--- config.mk ---
export PLATFORM = sky130hd
export DESIGN_NAME = sars_ctrl
export DESIGN_NICKNAME = d
export VERILOG_FILES = /design/src/design/sars_pkg.sv /design/src/design/sars_ctrl.sv
export SDC_FILE = /design/constraint.sdc
export NUM_CORES = 1
export LEC_CHECK = 0
export ABC_CLOCK_PERIOD_IN_PS = 2700
export BUFFER_PORTS_ARGS = -buffer_cell sky130_fd_sc_hd__buf_4
export CORE_UTILIZATION = 40
export DETAILED_ROUTE_END_ITERATION = 16
export PLACE_DENSITY = 0.7
export SETUP_SLACK_MARGIN = 0.1
export SYNTH_ARGS = -nofsm -noshare
export SYNTH_HDL_FRONTEND = slang
export SYNTH_SLANG_ARGS = --single-unit
--- constraint.sdc ---
create_clock -name aclk -period 2.7 [get_ports aclk]
set_input_delay 0.27 -clock aclk [delete_from_list [all_inputs] [get_ports aclk]]
set_output_delay 0.27 -clock aclk [all_outputs]
set_load 0.1 [all_outputs]
--- src/design/sars_pkg.sv ---
// Shared types and constants for the suffix array range search block.
package sars_pkg;

    localparam int TEXT_DEPTH_DEF    = 65536;
    localparam int PATTERN_DEPTH_DEF = 4096;
    localparam logic [7:0] FULL_MASK = 8'hFF;

    typedef enum logic [1:0] {
        OP_TEXT    = 2'd0,
        OP_SUFFIX  = 2'd1,
        OP_PATTERN = 2'd2,
        OP_SEARCH  = 2'd3
    } op_t;

    typedef enum logic [3:0] {
        S_IDLE,
        S_START,
        S_LOOP,
        S_SUF_RD,
        S_SUF_LAT,
        S_BYTE_CHK,
        S_BYTE_CMP,
        S_STEP,
        S_DECIDE,
        S_FIN
    } state_t;

    typedef enum logic [1:0] {
        PH_MAIN,
        PH_LOW,
        PH_HIGH
    } phase_t;

    typedef struct packed {
        logic accept_write;
        logic accept_search;
        logic res_err;
        logic res_all;
        logic init_exact;
        logic init_mask_all;
        logic init_mask_res;
        logic suf_latch;
        logic chk_end;
        logic cmp_latch;
        logic j_inc;
        logic step_right;
        logic step_left;
        logic step_split;
        logic main_done;
        logic low_done;
        logic high_done;
        logic load_out;
    } cmd_t;

    typedef struct packed {
        logic plen_big;
        logic plen_zero;
        logic plen_one;
        logic mask_full;
        logic size_zero;
        logic byte_cond;
        logic byte_diff;
        logic sign_neg;
        logic sign_zero;
        logic mask_stage;
        logic then_mask;
        logic cnt_nonzero;
    } stat_t;

endpackage

--- src/design/sars_ctrl.sv ---
// Sequencer for loads and for the bound searches of a search item.
module sars_ctrl import sars_pkg::*; (
    input  logic  aclk,
    input  logic  aresetn,
    input  logic  s_tvalid,
    input  op_t   s_op,
    output logic  s_tready,
    output logic  m_tvalid,
    input  logic  m_tready,
    input  stat_t stat,
    output cmd_t  cmd
);

    state_t state_reg, state_next;
    phase_t phase_reg, phase_next;
    logic   out_valid_reg, out_valid_next;

    always_ff @(posedge aclk) begin
        if (!aresetn) begin
            state_reg     <= S_IDLE;
            phase_reg     <= PH_MAIN;
            out_valid_reg <= 1'b0;
        end else begin
            state_reg     <= state_next;
            phase_reg     <= phase_next;
            out_valid_reg <= out_valid_next;
        end
    end

    // Next state and search phase.
    always_comb begin
        state_next = state_reg;
        phase_next = phase_reg;
        unique case (state_reg)
            S_IDLE: begin
                if (s_tvalid && s_op == OP_SEARCH) state_next = S_START;
            end
            S_START: begin
                phase_next = PH_MAIN;
                if (stat.plen_big || stat.plen_zero) state_next = S_FIN;
                else state_next = S_LOOP;
            end
            S_LOOP: begin
                if (stat.size_zero) begin
                    unique case (phase_reg)
                        PH_LOW: begin
                            phase_next = PH_HIGH;
                            state_next = S_LOOP;
                        end
                        default: state_next = S_DECIDE;
                    endcase
                end else begin
                    state_next = S_SUF_RD;
                end
            end
            S_SUF_RD:   state_next = S_SUF_LAT;
            S_SUF_LAT:  state_next = S_BYTE_CHK;
            S_BYTE_CHK: state_next = stat.byte_cond ? S_BYTE_CMP : S_STEP;
            S_BYTE_CMP: state_next = stat.byte_diff ? S_STEP : S_BYTE_CHK;
            S_STEP: begin
                if (phase_reg == PH_MAIN && stat.sign_zero) phase_next = PH_LOW;
                state_next = S_LOOP;
            end
            S_DECIDE: begin
                if (!stat.mask_stage && stat.then_mask && stat.cnt_nonzero) begin
                    phase_next = PH_MAIN;
                    state_next = S_LOOP;
                end else begin
                    state_next = S_FIN;
                end
            end
            S_FIN: begin
                if (!out_valid_reg || m_tready) state_next = S_IDLE;
            end
            default: state_next = S_IDLE;
        endcase
    end

    // Commands to the datapath.
    always_comb begin
        cmd = '0;
        s_tready = (state_reg == S_IDLE);
        m_tvalid = out_valid_reg;
        out_valid_next = (m_tready) ? 1'b0 : out_valid_reg;
        unique case (state_reg)
            S_IDLE: begin
                cmd.accept_search = s_tvalid && s_op == OP_SEARCH;
                cmd.accept_write  = s_tvalid && s_op != OP_SEARCH;
            end
            S_START: begin
                if (stat.plen_big) cmd.res_err = 1'b1;
                else if (stat.plen_zero) cmd.res_all = 1'b1;
                else if (!stat.mask_full && stat.plen_one) cmd.init_mask_all = 1'b1;
                else cmd.init_exact = 1'b1;
            end
            S_LOOP: begin
                if (stat.size_zero) begin
                    unique case (phase_reg)
                        PH_MAIN: cmd.main_done = 1'b1;
                        PH_LOW:  cmd.low_done  = 1'b1;
                        default: cmd.high_done = 1'b1;
                    endcase
                end
            end
            S_SUF_RD: ;
            S_SUF_LAT: cmd.suf_latch = 1'b1;
            S_BYTE_CHK: cmd.chk_end = !stat.byte_cond;
            S_BYTE_CMP: begin
                cmd.cmp_latch = stat.byte_diff;
                cmd.j_inc     = !stat.byte_diff;
            end
            S_STEP: begin
                unique case (phase_reg)
                    PH_MAIN: begin
                        cmd.step_right = stat.sign_neg;
                        cmd.step_split = stat.sign_zero;
                        cmd.step_left  = !stat.sign_neg && !stat.sign_zero;
                    end
                    PH_LOW: begin
                        cmd.step_right = stat.sign_neg;
                        cmd.step_left  = !stat.sign_neg;
                    end
                    default: begin
                        cmd.step_right = stat.sign_neg || stat.sign_zero;
                        cmd.step_left  = !(stat.sign_neg || stat.sign_zero);
                    end
                endcase
            end
            S_DECIDE: begin
                cmd.init_mask_res = !stat.mask_stage && stat.then_mask && stat.cnt_nonzero;
            end
            S_FIN: begin
                if (!out_valid_reg || m_tready) begin
                    cmd.load_out   = 1'b1;
                    out_valid_next = 1'b1;
                end
            end
            default: ;
        endcase
    end

endmodule

==> flow_summary.yaml, run 1 <==
critical_path:
  crit_arrival_ps: 2010
  worstRegToRegCells: 4
  path_class: "register to output port"
  startpoint_type: "register"
  crit_required_ps: 2430
  worstReg2RegEnd: "phase_reg[1]"
  r2r_start: "state_reg[2]"
  worstSetupEndpointType: "output port"
  crit_path_max_fanout: 14
  rrSetupSlack_ps: 970
global_routing:
  use_met1_pct: 29.9
  busiest_layer: "met2"
  grt_pass1_wl_um: 2940
  globalRouteMet3Util_pct: 1.72
  grt_use_total_pct: 21.0
  overflow: 0
  grt_pass1_vias: 671
  grt_max_degree: 15
  use_met2_pct: 32.0
  antenna_found_initial: 0
clock_network:
  clk_latency_ps: 250
  cts_resized: 0
  cts_buffer_depth: 2
  cts.sinks: 7
  cts_tree: "built"
  root_buffer: "clkbuf_4"
  holdBufCountCts: 0
  cts.clk_slew.worst_paths_ps: 60
  post_cts_buffers: 0
  cts_max_level: 1
  cts_made_buffers: 3
finish:
  multi_input_area_um2: 554
  final_util_pct: 68.1
  diodes: 0
  layout_commonest_cell: "buf_4"
  layout_common_cells: "37 x buf_4, 8 x a21oi_1, 7 x nor3_1, 7 x nor2_1, 6 x dfxtp_1"
  drive_gt1_share_pct: 45.7
  fin_cells: 143
  fill_cells: 134
  stdcell_area_um2: 1040
  finalNetCount: 146
  area_delta_synth_final_pct: 58.7
  largest_reg_flops: 4
  seqCellArea_um2: 141
synthesis:
  synth_edf_count: 0
  yosys_warnings: 0
  synth-main-ff-cell: "dfxtp_1"
  ys_ff_latch: 7
  syn_nets: 107
  synthMuxAreaShare_pct: 0
  async_flop_share_pct: 0
  ys_seq_area_share_pct: 21.4
  netlist_instances: 89
  synth_compound_area_share_pct: 26.4
  synth_cell_types: 35
  synthAdderAreaFrac_pct: 0
  synth_simple_gate_area_share_pct: 44.9
  avgSynthCellArea_um2: 7.35
  syn-cell-area_um2: 654
  synth_top_family_by_area: "simple AND/OR/NAND/NOR gates"
  synth_xor_area_share_pct: 1.34
floorplan:
  die_width_um: 42.4
  die_height_um: 42.4
  io-pin-count: 38
  rows: 14
  coreArea_um2: 1520
  die_area_um2: 1800
  initial_utilization_pct: 42.9
placement:
  dp.cells: 139
  placement.io_buffers: 37
  pre_cts_slack_ps: 708
  gp_congestion: 0.805
  place_area_um2: 1010
  dp_hpwl_um: 1440
power_and_ir_drop:
  p_total_uw: 602
  leakage_nw: 0.500
  power_density_nw_per_um2: 580
  worst_ir_drop_vdd_v: 0.000691
route:
  viasPerCell: 5.58
  dr.pass1.iters: 4
  drt_iter0_drc: 12
  drc_errors: 0
  routed_wirelength_um: 1790
  wl_per_cell_um: 12.5
  vias: 798
  ant_nets: 0
timing:
  final.setup.worst_slack_ps: 422
  rsz0062_at_grt: "false"
  hold_ws_ps: 286
  final.period_utilization_pct: 84.4
  hold_viol: 0
  tightest_slew_ps: 626
  max_freq_ghz: 0.439
  fin_crit_ps: 2280
  maxSlewHeadroom_pct: 58.2
  setup_violations: 0
  tns_ps: 0
  skew_ps: 6.41
  final_max_slew_viol_count: 0
flow_run:
  drv_cap: 0
min_path:
  holdCritStartpoint: "aresetn"
  whs_path_depth: 3
  hold_path_end: "state_reg[0]"
  hp-class: "input pin to register"
run_status:
  status: "completed"
[synthesized netlist by cell type, types with 2 or more instances]
cell	instances	area share, %
o21ai_0	4	3.1
nand2_1	6	3.4
nor4_1	2	1.9
o211a_1	2	3.1
nor2b_1	2	1.9
nand3_1	5	3.8
buf_4	2	2.3
inv_1	5	2.9
nor2_1	9	5.2
nor3_1	9	6.9
nand2b_1	3	2.9
and3_1	3	2.9
dfxtp_1	7	21
a21oi_1	9	6.9
[where the power goes]
part	switching, mW	total, mW	internal [mW]	leakage (nW)
sequential	0.0311	0.145	0.113	0.0572
clock	0.0403	0.0968	0.0565	0.0150
combinational	0.246	0.361	0.114	0.428
[worst max path at each step]
stage / startpoint / end / slack (ps) / depth (start not counted)
after global routing: state_reg[2] / cmd[13] / 240 / 5
after CTS: state_reg[0] / cmd[13] / 430 / 5
final: state_reg[0] / cmd[13] / 420 / 5
after detailed placement: state_reg[0] / cmd[13] / 710 / 5
after global placement: state_reg[0] / cmd[13] / 780 / 5
after floorplan: state_reg[2] / cmd[7] / -440 / 3
[logic make-up (layout without fill, tap and decap cells)]
family | count (synthesis) | after routing
AND/OR/NAND/NOR | 48 | 48
AO/OA/AOI/OAI | 25 | 25
buffers and inverters | 8 | 46
flip-flops | 7 | 7
XOR/XNOR | 1 | 1
[critical path, stage by stage, from the launching register on]
cell      delay, ps
dfxtp_1         620
nor2b_1         260
nand2_1         100
nor3_1          260
a21boi_2        210
buf_4           300
[layer usage]
layer / vias up / part of all wire, %
met4: 0 / 0.67
met2: 24 / 47
met5: - / 0
met3: 2 / 4.7
met1: 369 / 47
li1: 403 / -
[final cells by class]
type	instances	share of cell area (%)
repair buffers	37	26.7
multi-input cells	74	53.4
clock buffers	4	2.53
flip-flops and latches	7	13.6
well taps	16	1.93
inverters	5	1.81
Note: power is estimated with default switching activity, not from simulation.
==> inputs of run 2 (changes only) <==
--- a/config.mk
+++ b/config.mk
@@ -5,7 +5,7 @@
 export SDC_FILE = /design/constraint.sdc
 export NUM_CORES = 1
 export LEC_CHECK = 0
-export ABC_CLOCK_PERIOD_IN_PS = 2700
+export ABC_CLOCK_PERIOD_IN_PS = 2300
 export BUFFER_PORTS_ARGS = -buffer_cell sky130_fd_sc_hd__buf_4
 export CORE_UTILIZATION = 40
 export DETAILED_ROUTE_END_ITERATION = 16
==> constraint.sdc (replaced) <==
create_clock -name aclk -period 2.3 [get_ports aclk]
set_input_delay 0.23 -clock aclk [delete_from_list [all_inputs] [get_ports aclk]]
set_output_delay 0.23 -clock aclk [all_outputs]
set_load 0.1 [all_outputs]
==> run 2 against run 1 <==
Effect of this change:
- power up 17%
- core utilization up 1.1 points
- sequential share of layout area down 0.11 points
- flip-flop and latch count unchanged
- final cell count up 0.70%
- sequential power up 9.7%
- critical path depth down 1
- register-to-register slack worse by 330 ps
- critical endpoint is now cmd[11]
==> flow_summary.yaml, run 2 (synthesis results as in run 1) <==
critical_path:
  startpoint_type: "register"
  critical-path-max-stage-delay_ps: 570
  cp-startpoint: "state_reg[0]"
  cp_top_family: "simple AND/OR/NAND/NOR gates"
  worstRegToRegCells: 5
  critPathBufInv: 2
  crit_path_max_fanout: 11
  cpMaxStageDelayCell: "or4b_4"
  path_common_cell: "buf_4"
  rrSetupSlack_ps: 640
  path_depth: 4
  worstSetupEndpointType: "output port"
  worstReg2RegEnd: "phase_reg[1]"
  r2r_start: "state_reg[0]"
  path_class: "register to output port"
  crit_required_ps: 2070
  worstSetupEndpoint: "cmd[11]"
  crit_arrival_ps: 1800
  cp_cell_sequence: "buf_4, or4b_4, nor2_2, buf_4"
clock_network:
  cts_max_level: 1
  cts_resized: 0
  holdBufCountCts: 0
  clk_latency_ps: 250
  post_cts_buffers: 0
  root_buffer: "clkbuf_4"
  cts_tree: "built"
  cts_made_buffers: 3
  cts.clk_slew.worst_paths_ps: 60
  cts_buffer_depth: 2
  cts.sinks: 7
power_and_ir_drop:
  power_density_nw_per_um2: 669
  worst_ir_drop_vdd_v: 0.000597
  leakage_nw: 0.506
timing:
  tightest_slew_ps: 387
  fin_crit_ps: 2030
  maxSlewHeadroom_pct: 74.1
  hold_ws_ps: 263
  final.period_utilization_pct: 88.3
  max_freq_ghz: 0.492
  setup_violations: 0
  skew_ps: 10.7
  final_max_slew_viol_count: 0
  rsz0062_at_grt: "false"
  hold_viol: 0
route:
  drc_errors: 0
  dr.pass1.iters: 4
  routed_wirelength_um: 1890
  ant_nets: 0
  vias: 778
  wl_per_cell_um: 13.1
  drt_iter0_drc: 12
  viasPerCell: 5.40
finish:
  stdcell_area_um2: 1060
  layout_common_cells: "38 x buf_4, 8 x a21oi_1, 7 x nor3_1, 6 x nand2_1"
  fill_cells: 138
  area_delta_synth_final_pct: 61.4
  layout_commonest_cell: "buf_4"
  final_util_pct: 69.3
  diodes: 0
  largest_reg_flops: 4
  fin_cells: 144
  finalNetCount: 147
  drive_gt1_share_pct: 48.4
floorplan:
  die_area_um2: 1800
  die_width_um: 42.4
  io-pin-count: 38
  rows: 14
  initial_utilization_pct: 42.9
  coreArea_um2: 1520
  die_height_um: 42.4
run_status:
  status: "completed"
placement:
  dp_hpwl_um: 1470
  placement.io_buffers: 37
  gp_congestion: 0.832
  dp.cells: 140
  place_area_um2: 1020
flow_run:
  drv_cap: 0
global_routing:
  grt_use_total_pct: 19.8
  grt_pass1_vias: 661
  antenna_found_initial: 0
  grt_pass1_wl_um: 2850
  grt_max_degree: 14
  overflow: 0
min_path:
  hp-class: "input pin to register"
[run 2: worst min path at each step]
stage,from,to,slack (ps),cells past startpoint
global route,aresetn,state_reg[1],260,2
finish,aresetn,state_reg[1],260,2
global placement,aresetn,state_reg[0],520,3
CTS,aresetn,state_reg[0],260,3
detailed placement,aresetn,state_reg[0],520,3
floorplan,aresetn,state_reg[0],360,2
[run 2: worst register-to-register path, stage by stage (launching register included)]
cell      delay (ps)
dfxtp_1          350
buf_4            190
or4b_4           570
nor2b_4          160
nor3_2            70
a311oi_2         220
[run 2: layout make-up]
type / count / area, µm² / share of cell area, %
Clock buffer: 3 / 22.5 / 2.13
Clock inverter: 1 / 5.00 / 0.474
Inverter: 5 / 18.8 / 1.78
Multi-Input combinational cell: 74 / 562 / 53.2
Sequential cell: 7 / 143 / 13.5
Tap cell: 16 / 20.0 / 1.90
Timing Repair Buffer: 38 / 285 / 27.0
[run 2: metal layers]
layer / wire [µm] / vias up / global-route usage (%)
met5: 0 / - / 0
met4: 0 / 0 / 3.75
met3: 74 / 0 / 3.45
met2: 943 / 20 / 33.2
met1: 867 / 346 / 26.7
li1: - / 412 / -
[run 2: metrics by stage]
step	setup slack, ps	TNS, ps	total power, mW
after floorplan	-777	-4190	0.500
after global placement	465	0	0.592
after detailed placement	392	0	0.593
after CTS	116	0	0.704
after global routing	198	0	0.743
final	268	0	0.707
[run 2: power breakdown]
group          leakage, nW  internal (mW)  switching, mW
clock network       0.0177         0.0636         0.0477
logic                0.430          0.139          0.298
registers           0.0577          0.133         0.0258
